--- src/sv/pct_pkg.sv ---
`timescale 1ns / 1ps
// Shared types, constants and helper functions for the pausable countdown timer.
package pct_pkg;

	// Field widths
	localparam int OPCODE_W = 2;
	localparam int ELAPSED_W = 16;
	localparam int TURN_W = 8;
	localparam int ACTION_W = 8;
	localparam int STATE_W = 2;
	localparam int MIN_W = 7;
	localparam int SEC_W = 6;
	localparam int MS_W = 23;
	localparam int SECS_W = 13;

	// Time constants
	localparam logic [15:0] MS_PER_MINUTE = 16'd60000;
	localparam logic [5:0] SECONDS_PER_MINUTE = 6'd60;
	localparam logic [MIN_W-1:0] MINUTES_MIN = 7'd1;
	localparam logic [MIN_W-1:0] MINUTES_MAX = 7'd99;
	localparam logic [MIN_W-1:0] MINUTES_AT_RESET = 7'd25;

	// Reciprocal multipliers: floor(x/1000) for x < 2**23, floor(x/60) for x < 2**13
	localparam int DIV1000_PROD_W = 47;
	localparam logic [23:0] DIV1000_MUL = 24'd8589935;
	localparam int DIV1000_SHIFT = 33;
	localparam int DIV60_PROD_W = 28;
	localparam logic [14:0] DIV60_MUL = 15'd17477;
	localparam int DIV60_SHIFT = 20;

	// Event kinds
	typedef enum logic [OPCODE_W-1:0] {
		OP_TICK    = 2'd0,
		OP_TURN    = 2'd1,
		OP_CONFIRM = 2'd2,
		OP_SELECT  = 2'd3
	} opcode_t;

	// Timer modes
	typedef enum logic [STATE_W-1:0] {
		MODE_IDLE  = 2'd0,
		MODE_RUN   = 2'd1,
		MODE_PAUSE = 2'd2,
		MODE_DONE  = 2'd3
	} mode_t;

	// Select action codes
	localparam logic [ACTION_W-1:0] ACT_RESET = 8'd0;
	localparam logic [ACTION_W-1:0] ACT_START = 8'd1;
	localparam logic [ACTION_W-1:0] ACT_PAUSE = 8'd2;
	localparam logic [ACTION_W-1:0] ACT_RESUME = 8'd3;

	// Updated timer state for one event, passed to the display stages
	typedef struct packed {
		logic valid;
		mode_t mode;
		logic [MIN_W-1:0] set_minutes;
		logic [MS_W-1:0] remaining_ms;
		logic finished;
		logic accepted;
	} upd_beat_t;

	localparam logic [MS_W-1:0] MS_AT_RESET = 23'd1500000;

	// Whole minutes to milliseconds (constant multiply, at most 99 minutes)
	function automatic logic [MS_W-1:0] minutes_to_ms(input logic [MIN_W-1:0] m);
		return MS_W'(m) * MS_W'(MS_PER_MINUTE);
	endfunction

endpackage

--- src/sv/pct_evt_if.sv ---
`timescale 1ns / 1ps
// Event channel: valid/ready handshake with the event fields.
interface pct_evt_if;
	import pct_pkg::*;

	logic valid;
	logic ready;
	logic [OPCODE_W-1:0] opcode;
	logic [ELAPSED_W-1:0] elapsed_ms;
	logic signed [TURN_W-1:0] turn_steps;
	logic [ACTION_W-1:0] action_index;

	modport source(output valid, opcode, elapsed_ms, turn_steps, action_index, input ready);
	modport sink(input valid, opcode, elapsed_ms, turn_steps, action_index, output ready);
endinterface

--- src/sv/pct_res_if.sv ---
`timescale 1ns / 1ps
// Result channel: valid/ready handshake with the displayed timer fields.
interface pct_res_if;
	import pct_pkg::*;

	logic valid;
	logic ready;
	logic [STATE_W-1:0] timer_state;
	logic [MIN_W-1:0] shown_minutes;
	logic [SEC_W-1:0] shown_seconds;
	logic finished;
	logic accepted;

	modport source(output valid, timer_state, shown_minutes, shown_seconds, finished, accepted,
		input ready);
	modport sink(input valid, timer_state, shown_minutes, shown_seconds, finished, accepted,
		output ready);
endinterface

--- src/sv/pausable_countdown_timer_core.sv ---
`timescale 1ns / 1ps
// An event beat passes the input register, s2, s3 and s4 before the result register.
// Throughput: one event per cycle when not stalled; the timer state updates as the
// event leaves the input register, and the mm:ss split runs in three more stages.
// Reset (arst_n low): mode idle, 25 set minutes, 1500000 ms remaining, pipeline empty.
// Stalls on the result side back up stage by stage; no beat is dropped.
module pausable_countdown_timer_core (
	input  logic      clk,
	input  logic      arst_n,
	pct_evt_if.sink   evt,
	pct_res_if.source res
);
	import pct_pkg::*;

	upd_beat_t s2;
	logic s2_ready;

	// Event decode and timer state
	pct_update u_update (
		.clk      (clk),
		.arst_n   (arst_n),
		.evt      (evt),
		.s2       (s2),
		.s2_ready (s2_ready)
	);

	// Display conversion and result register
	pct_display u_display (
		.clk      (clk),
		.arst_n   (arst_n),
		.s2       (s2),
		.s2_ready (s2_ready),
		.res      (res)
	);

	// A finishing tick always lands in done with a zero display
	a_finish_done: assert property (@(posedge clk) disable iff (!arst_n)
		res.valid && res.finished |->
			res.timer_state == MODE_DONE && res.shown_minutes == '0 && res.shown_seconds == '0)
		else $error("finished result not in done at 00:00");

	// Displayed time stays within 99:59
	a_display_range: assert property (@(posedge clk) disable iff (!arst_n)
		res.valid |-> res.shown_minutes <= MINUTES_MAX && res.shown_seconds < SECONDS_PER_MINUTE)
		else $error("displayed time out of range");

	// Set minutes leaving the update stage are always clamped
	a_set_range: assert property (@(posedge clk) disable iff (!arst_n)
		s2.valid |-> s2.set_minutes >= MINUTES_MIN && s2.set_minutes <= MINUTES_MAX)
		else $error("set minutes outside 1..99");

	// A refused select never finishes the countdown
	a_refused_quiet: assert property (@(posedge clk) disable iff (!arst_n)
		s2.valid && !s2.accepted |-> !s2.finished)
		else $error("refused event flagged finished");

endmodule

--- src/sv/pct_update.sv ---
`timescale 1ns / 1ps
// Event input register, timer state registers and the combinational state update.
module pct_update (
	input  logic               clk,
	input  logic               arst_n,
	pct_evt_if.sink            evt,
	output pct_pkg::upd_beat_t s2,
	input  logic               s2_ready
);
	import pct_pkg::*;

	// Input stage
	logic valid_s1;
	opcode_t opcode_s1;
	logic [ELAPSED_W-1:0] elapsed_s1;
	logic signed [TURN_W-1:0] turn_s1;
	logic [ACTION_W-1:0] action_s1;

	// Timer state
	mode_t mode_q;
	logic [MIN_W-1:0] set_min_q;
	logic [MS_W-1:0] rem_q;

	// Update result stage
	logic valid_s2;
	mode_t mode_s2;
	logic [MIN_W-1:0] set_min_s2;
	logic [MS_W-1:0] rem_s2;
	logic fin_s2;
	logic acc_s2;

	// Next state
	mode_t mode_d;
	logic [MIN_W-1:0] set_min_d;
	logic [MS_W-1:0] rem_d;
	logic fin_d;
	logic acc_d;
	logic signed [MIN_W+1:0] turn_sum;
	logic [MIN_W-1:0] turn_min;
	logic [MS_W-1:0] reload_ms;

	logic adv_s2;
	logic fire_s1;

	// Handshake: s2 loads when empty or drained
	assign adv_s2 = !valid_s2 || s2_ready;
	assign fire_s1 = valid_s1 && adv_s2;
	assign evt.ready = !valid_s1 || fire_s1;

	always_ff @(posedge clk or negedge arst_n) begin
		if (!arst_n) begin
			valid_s1 <= 1'b0;
		end else if (evt.ready) begin
			valid_s1 <= evt.valid;
		end
	end

	always_ff @(posedge clk) begin
		if (evt.valid && evt.ready) begin
			opcode_s1 <= opcode_t'(evt.opcode);
			elapsed_s1 <= evt.elapsed_ms;
			turn_s1 <= evt.turn_steps;
			action_s1 <= evt.action_index;
		end
	end

	// Knob adjustment with clamp to the legal minute range
	always_comb begin
		turn_sum = $signed({2'b00, set_min_q}) + $signed({turn_s1[TURN_W-1], turn_s1});
		if (turn_sum < $signed({2'b00, MINUTES_MIN})) begin
			turn_min = MINUTES_MIN;
		end else if (turn_sum > $signed({2'b00, MINUTES_MAX})) begin
			turn_min = MINUTES_MAX;
		end else begin
			turn_min = turn_sum[MIN_W-1:0];
		end
	end

	assign reload_ms = minutes_to_ms(set_min_q);

	// Event decode and mode transitions
	always_comb begin
		mode_d = mode_q;
		set_min_d = set_min_q;
		rem_d = rem_q;
		fin_d = 1'b0;
		acc_d = 1'b1;
		unique case (opcode_s1)
			OP_TICK: begin
				if (mode_q == MODE_RUN && elapsed_s1 != '0) begin
					if (rem_q > MS_W'(elapsed_s1)) begin
						rem_d = rem_q - MS_W'(elapsed_s1);
					end else begin
						rem_d = '0;
						mode_d = MODE_DONE;
						fin_d = 1'b1;
					end
				end
			end
			OP_TURN: begin
				if (mode_q != MODE_DONE) begin
					set_min_d = turn_min;
					rem_d = minutes_to_ms(turn_min);
				end
			end
			OP_CONFIRM: begin
				unique case (mode_q)
					MODE_IDLE: begin
						mode_d = MODE_RUN;
						if (rem_q == '0) rem_d = reload_ms;
					end
					MODE_RUN: mode_d = MODE_PAUSE;
					MODE_PAUSE: mode_d = MODE_RUN;
					MODE_DONE: begin
						mode_d = MODE_IDLE;
						rem_d = reload_ms;
					end
				endcase
			end
			OP_SELECT: begin
				unique case (action_s1)
					ACT_RESET: begin
						mode_d = MODE_IDLE;
						rem_d = reload_ms;
					end
					ACT_START: begin
						mode_d = MODE_RUN;
						if (rem_q == '0) rem_d = reload_ms;
					end
					ACT_PAUSE: mode_d = MODE_PAUSE;
					ACT_RESUME: mode_d = MODE_RUN;
					default: acc_d = 1'b0;
				endcase
			end
		endcase
	end

	// State registers commit as the event leaves s1
	always_ff @(posedge clk or negedge arst_n) begin
		if (!arst_n) begin
			mode_q <= MODE_IDLE;
			set_min_q <= MINUTES_AT_RESET;
			rem_q <= MS_AT_RESET;
		end else if (fire_s1) begin
			mode_q <= mode_d;
			set_min_q <= set_min_d;
			rem_q <= rem_d;
		end
	end

	always_ff @(posedge clk or negedge arst_n) begin
		if (!arst_n) begin
			valid_s2 <= 1'b0;
		end else if (adv_s2) begin
			valid_s2 <= valid_s1;
		end
	end

	always_ff @(posedge clk) begin
		if (fire_s1) begin
			mode_s2 <= mode_d;
			set_min_s2 <= set_min_d;
			rem_s2 <= rem_d;
			fin_s2 <= fin_d;
			acc_s2 <= acc_d;
		end
	end

	always_comb begin
		s2.valid = valid_s2;
		s2.mode = mode_s2;
		s2.set_minutes = set_min_s2;
		s2.remaining_ms = rem_s2;
		s2.finished = fin_s2;
		s2.accepted = acc_s2;
	end

endmodule

--- src/sv/pct_display.sv ---
`timescale 1ns / 1ps
// Display pipeline: milliseconds to seconds, seconds to mm:ss, result register.
module pct_display (
	input  logic               clk,
	input  logic               arst_n,
	input  pct_pkg::upd_beat_t s2,
	output logic               s2_ready,
	pct_res_if.source          res
);
	import pct_pkg::*;

	// Seconds stage
	logic valid_s3;
	mode_t mode_s3;
	logic fin_s3;
	logic acc_s3;
	logic [SECS_W-1:0] secs_s3;

	// Minutes stage
	logic valid_s4;
	mode_t mode_s4;
	logic fin_s4;
	logic acc_s4;
	logic [SECS_W-1:0] secs_s4;
	logic [MIN_W-1:0] min_s4;

	// Result register
	logic out_valid_q;
	logic [STATE_W-1:0] state_q;
	logic [MIN_W-1:0] min_q;
	logic [SEC_W-1:0] sec_q;
	logic fin_q;
	logic acc_q;

	logic [DIV1000_PROD_W-1:0] ms_prod;
	logic [SECS_W-1:0] secs_d;
	logic [DIV60_PROD_W-1:0] sec_prod;
	logic [SECS_W-1:0] min_secs;
	logic adv_out;
	logic adv_s4;
	logic adv_s3;

	// Ready chain: each stage loads when empty or draining
	assign adv_out = !out_valid_q || res.ready;
	assign adv_s4 = !valid_s4 || adv_out;
	assign adv_s3 = !valid_s3 || adv_s4;
	assign s2_ready = adv_s3;

	// Seconds shown: set time in idle, zero in done, remaining otherwise
	assign ms_prod = DIV1000_PROD_W'(s2.remaining_ms) * DIV1000_PROD_W'(DIV1000_MUL);
	always_comb begin
		case (s2.mode)
			MODE_IDLE: secs_d = SECS_W'(s2.set_minutes) * SECS_W'(SECONDS_PER_MINUTE);
			MODE_DONE: secs_d = '0;
			default:   secs_d = SECS_W'(ms_prod >> DIV1000_SHIFT);
		endcase
	end

	// Minutes by reciprocal multiply
	assign sec_prod = DIV60_PROD_W'(secs_s3) * DIV60_PROD_W'(DIV60_MUL);
	// Whole minutes back in seconds, for the remainder
	assign min_secs = SECS_W'(min_s4) * SECS_W'(SECONDS_PER_MINUTE);

	always_ff @(posedge clk or negedge arst_n) begin
		if (!arst_n) begin
			valid_s3 <= 1'b0;
			valid_s4 <= 1'b0;
			out_valid_q <= 1'b0;
		end else begin
			if (adv_s3) valid_s3 <= s2.valid;
			if (adv_s4) valid_s4 <= valid_s3;
			if (adv_out) out_valid_q <= valid_s4;
		end
	end

	always_ff @(posedge clk) begin
		if (adv_s3 && s2.valid) begin
			mode_s3 <= s2.mode;
			fin_s3 <= s2.finished;
			acc_s3 <= s2.accepted;
			secs_s3 <= secs_d;
		end
		if (adv_s4 && valid_s3) begin
			mode_s4 <= mode_s3;
			fin_s4 <= fin_s3;
			acc_s4 <= acc_s3;
			secs_s4 <= secs_s3;
			min_s4 <= MIN_W'(sec_prod >> DIV60_SHIFT);
		end
		if (adv_out && valid_s4) begin
			state_q <= mode_s4;
			min_q <= min_s4;
			sec_q <= SEC_W'(secs_s4 - min_secs);
			fin_q <= fin_s4;
			acc_q <= acc_s4;
		end
	end

	assign res.valid = out_valid_q;
	assign res.timer_state = state_q;
	assign res.shown_minutes = min_q;
	assign res.shown_seconds = sec_q;
	assign res.finished = fin_q;
	assign res.accepted = acc_q;

endmodule
--- src/flat_wrapper.sv ---
// flat-port wrapper written by rule: the top's interface ports become plain ports
module pausable_countdown_timer_core_flat import pct_pkg::*;
  (clk, arst_n, evt_valid, evt_opcode, evt_elapsed_ms, evt_turn_steps, evt_action_index, evt_ready, res_valid, res_timer_state, res_shown_minutes, res_shown_seconds, res_finished, res_accepted, res_ready);
  pct_evt_if evt_i ();
  pct_res_if res_i ();
  input  logic clk;
  input  logic arst_n;
  input wire logic [$bits(evt_i.valid)-1:0] evt_valid;
  input wire logic [$bits(evt_i.opcode)-1:0] evt_opcode;
  input wire logic [$bits(evt_i.elapsed_ms)-1:0] evt_elapsed_ms;
  input wire logic [$bits(evt_i.turn_steps)-1:0] evt_turn_steps;
  input wire logic [$bits(evt_i.action_index)-1:0] evt_action_index;
  output wire logic [$bits(evt_i.ready)-1:0] evt_ready;
  output wire logic [$bits(res_i.valid)-1:0] res_valid;
  output wire logic [$bits(res_i.timer_state)-1:0] res_timer_state;
  output wire logic [$bits(res_i.shown_minutes)-1:0] res_shown_minutes;
  output wire logic [$bits(res_i.shown_seconds)-1:0] res_shown_seconds;
  output wire logic [$bits(res_i.finished)-1:0] res_finished;
  output wire logic [$bits(res_i.accepted)-1:0] res_accepted;
  input wire logic [$bits(res_i.ready)-1:0] res_ready;
  assign evt_i.valid = evt_valid;
  assign evt_i.opcode = evt_opcode;
  assign evt_i.elapsed_ms = evt_elapsed_ms;
  assign evt_i.turn_steps = evt_turn_steps;
  assign evt_i.action_index = evt_action_index;
  assign evt_ready = evt_i.ready;
  assign res_valid = res_i.valid;
  assign res_timer_state = res_i.timer_state;
  assign res_shown_minutes = res_i.shown_minutes;
  assign res_shown_seconds = res_i.shown_seconds;
  assign res_finished = res_i.finished;
  assign res_accepted = res_i.accepted;
  assign res_i.ready = res_ready;
  pausable_countdown_timer_core u_core (.clk(clk), .arst_n(arst_n), .evt(evt_i), .res(res_i));
endmodule
--- config.mk ---
export PLATFORM = sky130hd
export DESIGN_NAME = pausable_countdown_timer_core_flat
export DESIGN_NICKNAME = d
export VERILOG_FILES = /design/src/sv/pct_pkg.sv /design/src/sv/pct_evt_if.sv /design/src/sv/pct_res_if.sv /design/src/sv/pausable_countdown_timer_core.sv /design/src/sv/pct_update.sv /design/src/sv/pct_display.sv /design/src/flat_wrapper.sv
export SDC_FILE = /design/constraint.sdc
export NUM_CORES = 1
export LEC_CHECK = 0
export ABC_AREA = 0
export BUFFER_PORTS_ARGS = -buffer_cell sky130_fd_sc_hd__clkbuf_2
export CAP_MARGIN = 20
export CORE_MARGIN = 8
export CORE_UTILIZATION = 40
export CTS_CLUSTER_DIAMETER = 50
export CTS_CLUSTER_SIZE = 30
export DETAILED_ROUTE_END_ITERATION = 12
export PLACE_DENSITY = 0.64
export SYNTH_ARGS = -nofsm -noshare
export SYNTH_HDL_FRONTEND = slang
export SYNTH_SLANG_ARGS = --single-unit
--- constraint.sdc ---
create_clock -name clk -period 6.55 [get_ports clk]
set_input_delay 1.31 -clock clk [delete_from_list [all_inputs] [get_ports clk]]
set_output_delay 1.31 -clock clk [all_outputs]
set_load 0.02 [all_outputs]
# Word-level counts from Yosys, hierarchy flattened
# Index checks and enable logic that the tools add are counted.
# classes
add_sub_neg	3
mul	6
n_lt_le_gt_ge	3
eq_ne	11
mux	19
n_reduce_logical	26
# op_table
cell	n
$mux 23	4
$pmux 23 s2	2
$pmux 23 s4	1
$mul 23x24->46 const B	1
$mul 7x11->18 const B	2
$mux 7	4
$mul 13x15->27 const B	1
$pmux 13 s2	1
$gt 23x16->1	1
$logic_not 23->1	1
$sub 23x16->23	1
$pmux 2 s3	3
$eq 8x2->1 const B	2
$reduce_bool 16->1	1
$mul 7x4->11 const B	1
$eq 2x2->1 const B	5
$add 8x8->9	1
$gt 9x8->1 const B	1
$lt 9x2->1 const B	1
$eq 8x1->1 const B	1
$logic_not 8->1	1
$mul 7x4->4 const B	1
$logic_and 1x1->1	6
$logic_not 2->1	3
10 further kinds	22
# totals
reg_bits	156
in_bits	38
output_inout_bits	19
elab_cells	99

# Depth between registers and ports, before layout
# logic_depth
word_depth	8
mapped_depth	27
depth_no_buf	26

# Hierarchy
# A second synthesis with hierarchy kept.
# hier_totals
hier_cells	2140
hier_area_um2	21551.9
# by_module_without_submodules
mod	instances	cells_per_inst	area_each_um2	seq_area_each_um2
pct_display	1	1215	12527.0	1606.5
pct_update	1	925	9024.9	2909.0

# Least setup slack after synthesis
# OpenSTA, ideal clock, no wires.
# synth_timing
kind	register to register
startpoint	register u_core.u_update.rem_s2[5]
endpoint	register u_core.u_display.secs_s3[6] (data pin)
setup_ns	0.152
arrival_time_ns	6.146
required_time_ns	6.398
slack_ns	0.252
path_stages_with_launch	21
n_path_buf	0
period_less_slack_ns	6.298
path_cell_list	edfxtp_1 > fa_1 > ha_1 > inv_1 > fa_1 > inv_1 > ha_1 > inv_1 > fa_1 > fa_1 > fa_1 > inv_1 > ha_1 > a21o_1 > a221oi_1 > o31ai_1 > o311ai_0 > a211oi_1 > a2111oi_4 > mux2_2 > a31oi_1
# synth_between
elab_chain_cells	2
# synth_lines
element	line	source
start: declaration	pct_update.sv:28	logic [MS_W-1:0] rem_s2;
start signal: assignment	pct_update.sv:163	rem_s2 <= rem_d;
$mul 23x24->46	pct_display.sv:50	assign ms_prod = DIV1000_PROD_W'(s2.remaining_ms) * DIV1000_PROD_W'(DIV1000_MUL);
$pmux 13 s2	pct_display.sv:52	case (s2.mode)
named net u_core.u_display.secs_d[6]	pct_display.sv:36	logic [SECS_W-1:0] secs_d;
end signal: assignment	pct_display.sv:81	secs_s3 <= secs_d;
end: declaration	pct_display.sv:17	logic [SECS_W-1:0] secs_s3;
# The timed path passes the listed nets, and every way through them passes these cells.
# A chain may end at the register's enable or synchronous reset.

# Worst setup path after layout
# layout_timing
startpoint	register u_core.u_update.rem_s2[20]
endpoint	register u_core.u_display.secs_s3[6] (data pin)
# Same word-level chain as after synthesis.

==> flow_summary.json <==
{
  "numCtsBuffers": 17,
  "portBuffers": 56,
  "hold_start": "u_core.u_display.mode_s3[1]$_DFFE_PP_",
  "drtPass1Iterations": 5,
  "final_nets": 2884,
  "cts_tree": "done",
  "grt_pass1_wl_um": 82300,
  "path_max_fanout": 7,
  "r2r-start": "u_core.u_update.rem_s2[20]$_DFFE_PP_",
  "cp_data_required_time_ps": 6860,
  "netlist_top_cells_count": "ha_1, inv_1, fa_1",
  "synth.top_cell.area_share": 0.261,
  "ys_seq_area_frac": 0.212,
  "die_h_um": 247,
  "start_util": 0.405,
  "fin_crit_ps": 6330,
  "netlist_area_um2": 21300,
  "synthMuxAreaShare": 0.00647,
  "critPathKind": "reg2reg",
  "whs_ps": 413,
  "min_to": "u_core.u_display.mode_s4[1]$_DFFE_PP_",
  "syn_nets": 2776,
  "row_count": 84,
  "grt_overflow": 0,
  "numClockSinks": 156,
  "clk_pin_slew_ps": 70,
  "synth-edff-count": 119,
  "antenna_found_initial": 0,
  "status": "completed",
  "ys_top_cells_by_area": "ha_1, fa_1, edfxtp_1, inv_1, dfrtp_1",
  "grt_pass1_vias": 16000,
  "vias": 15200,
  "crit_path_max_incr_delay_ps": 590,
  "synth.distinct_cells": 90,
  "post_dp_cell_area_um2": 22700,
  "synth_top_area_cell": "ha_1",
  "insertion_delay_ps": 460,
  "rr_endpoint": "u_core.u_display.secs_s3[6]$_DFFE_PP_",
  "post-route-util": 0.446,
  "final_cell_area_um2": 23400,
  "synth.most_common_cell": "ha_1",
  "reg2reg_depth": 19,
  "num_io_pins": 57,
  "viasPerCell": 5.27,
  "regToRegSetupSlack_ps": 220,
  "synth_fa_ha_area_frac": 0.463,
  "cts_buffer_depth": 2,
  "grt_max_degree": 47,
  "fmax_mhz": 158,
  "slowest_stage": "fa_1",
  "yosysWarnings": 0,
  "cts_root_buffer": "clkbuf_16",
  "worstHoldPathCells": 0,
  "async_flop_share": 0.237,
  "initialDrtViolationCount": 873,
  "fin_crit_sh": 0.966,
  "tns_ps": 0,
  "synth_simple_gate_area_frac": 0.0877,
  "path_cells": "buf_4, ha_1, inv_1, fa_1, inv_1, fa_1, fa_1, fa_1, fa_1, ha_1, ha_1, a21o_1, a21oi_1, o21ai_0, a21oi_1, o211ai_1, a2111oi_4, mux2_2, a31oi_1",
  "drv_slew": 0,
  "dieArea_um2": 60800,
  "routabilityCongestion": 0.947,
  "crit_arrival_ps": 6640,
  "n_antenna_cell": 0,
  "htreeDepth": 4,
  "synth_compound_area_frac": 0.120,
  "synth-seq-cells": 156,
  "core_um2": 52600,
  "setup_viol": 0,
  "die_w_um": 247,
  "final-hold-violation-count": 0,
  "cp_common_cell": "fa_1",
  "worst_slew_pin_slew_ps": 1060,
  "post_drt_wl_per_cell_um": 17.6,
  "slew_headroom": 0.293,
  "max-cap-violations": 0,
  "ant_nets": 0,
  "area_growth_pct": 10.1,
  "cp-start-kind": "register",
  "route.detailed.drc": 0,
  "drive_gt1_frac": 0.103,
  "syn_area_per_cell_um2": 10.2,
  "place_hpwl_um": 43200,
  "hp-class": "reg2reg",
  "worstSetupEndpointType": "register",
  "synth_xor_area_frac": 0.0323,
  "synthCells": 2079,
  "drt_wl_total_um": 51000,
  "synth_top_family_by_area": "adder cells",
  "fin_skew_ps": 11.5,
  "grt_util_all_layers": 0.169,
  "synth_flop_cell": "edfxtp_1"
}
==> worst max path at each step <==
stage / cells past startpoint / end / startpoint
after global routing: 19 / u_core.u_display.secs_s3[6]$_DFFE_PP_ / u_core.u_update.rem_s2[20]$_DFFE_PP_
after detailed placement: 25 / u_core.u_update.rem_s2[22]$_DFFE_PP_ / u_core.u_update.turn_s1[0]$_DFFE_PP_
after global placement: 25 / u_core.u_update.rem_s2[22]$_DFFE_PP_ / u_core.u_update.turn_s1[0]$_DFFE_PP_
final: 19 / u_core.u_display.secs_s3[6]$_DFFE_PP_ / u_core.u_update.rem_s2[20]$_DFFE_PP_
after CTS: 25 / u_core.u_update.rem_s2[22]$_DFFE_PP_ / u_core.u_update.turn_s1[0]$_DFFE_PP_
after floorplan: 20 / u_core.u_display.secs_s3[6]$_DFFE_PP_ / u_core.u_update.rem_s2[5]$_DFFE_PP_
==> worst max-delay path: cells and delay by family (launching register included) <==
| kind | cells | cell delay (ps) |
|---|---|---|
| flip-flops | 1 | 420 |
| adder cells (fa/ha/maj) | 8 | 3520 |
| multiplexers | 1 | 380 |
| AO/OA/AOI/OAI | 7 | 1490 |
| buffers and inverters | 3 | 360 |
==> sequential cells by signal, indices dropped and copies added (netlist names), 2 cells and up <==
| register | flops |
|---|---|
| u_core.u_update.set_min_q | 7 |
| u_core.u_update.rem_q | 23 |
| u_core.u_update.set_min_s2 | 7 |
| u_core.u_update.elapsed_s1 | 16 |
| u_core.u_update.mode_s2 | 2 |
| u_core.u_update.turn_s1 | 8 |
| u_core.u_update.rem_s2 | 23 |
| u_core.u_update.opcode_s1 | 2 |
| u_core.u_display.secs_s3 | 13 |
| u_core.u_display.res.shown_seconds | 6 |
| u_core.u_display.min_s4 | 7 |
| u_core.u_update.mode_q | 2 |
| u_core.u_display.mode_s4 | 2 |
| u_core.u_display.res.timer_state | 2 |
| u_core.u_update.action_s1 | 8 |
| u_core.u_display.secs_s4 | 6 |
| u_core.u_display.res.shown_minutes | 7 |
| u_core.u_display.mode_s3 | 2 |
==> per-stage QoR <==
step	cells	setup WS (ps)
5_1_grt	2888	-8.68
2_1_floorplan	2079	252
6_report	2888	225
3_3_place_gp	2848	106
3_5_place_dp	2848	-68.6
4_1_cts	2880	44.5
==> area by class of cell <==
cell class / count / area (um^2)
Sequential cell: 156 / 4520
Inverter: 408 / 1530
Tap cell: 688 / 861
Fill cell: 5000 / 29100
Timing Repair Buffer: 116 / 728
Clock buffer: 18 / 439
Multi-Input combinational cell: 1488 / 15200
Clock inverter: 14 / 133
==> routing by layer <==
| layer | part of all wire | track usage | up-vias | routed length (um) |
|---|---|---|---|---|
| li1 | - | - | 7395 | - |
| met1 | 0.44 | 0.213 | 7424 | 22600 |
| met2 | 0.49 | 0.300 | 328 | 25200 |
| met3 | 0.039 | 0.0231 | 71 | 2000 |
| met4 | 0.023 | 0.0466 | 0 | 1190 |
| met5 | 0 | 0 | - | 0 |
==> repair_timing <==
item,4_1_cts,5_1_grt
hold buffers,0,0
endpoints found under the hold margin,0,0
setup buffers,0,7
resized for setup,2,29
setup endpoints to repair,4,29
pin swaps,0,15
==> cell families (layout without fill, tap and decap cells) <==
kind of cell | Yosys count | in the layout
adder cells (fa/ha/maj) | 659 | 659
buffers and inverters | 435 | 556
AO/OA/AOI/OAI | 373 | 373
AND/OR/NAND/NOR | 366 | 366
flip-flops | 156 | 156
XOR/XNOR | 77 | 77
multiplexers | 13 | 13
==> cell usage in the layout, fill, tap and decap left out, drive strengths merged, types with 9 or more instances in the layout <==
| cell | synthesis | routed |
|---|---|---|
| xnor2 | 44 | 44 |
| and2 | 10 | 10 |
| or2 | 15 | 15 |
| nand2b | 17 | 17 |
| a211oi | 18 | 18 |
| o21ai | 74 | 74 |
| dfrtp | 24 | 24 |
| and3 | 18 | 18 |
| o211ai | 13 | 13 |
| nand3 | 29 | 29 |
| clkbuf | 18 | 75 |
| a22o | 9 | 9 |
| nor3 | 25 | 25 |
| a31oi | 18 | 18 |
| inv | 407 | 415 |
| buf | 9 | 59 |
| nor2b | 18 | 18 |
| a21o | 38 | 38 |
| nand2 | 105 | 105 |
| nor2 | 69 | 69 |
| ha | 444 | 444 |
| xor2 | 32 | 32 |
| nor4 | 16 | 16 |
| o21a | 15 | 15 |
| a21oi | 87 | 87 |
| nand4 | 12 | 12 |
| dfstp | 13 | 13 |
| fa | 215 | 215 |
| edfxtp | 119 | 119 |
Power is left out: the tool's default activity adds up to more than one toggle a clock period on the data nets, which glitch-free logic cannot reach.
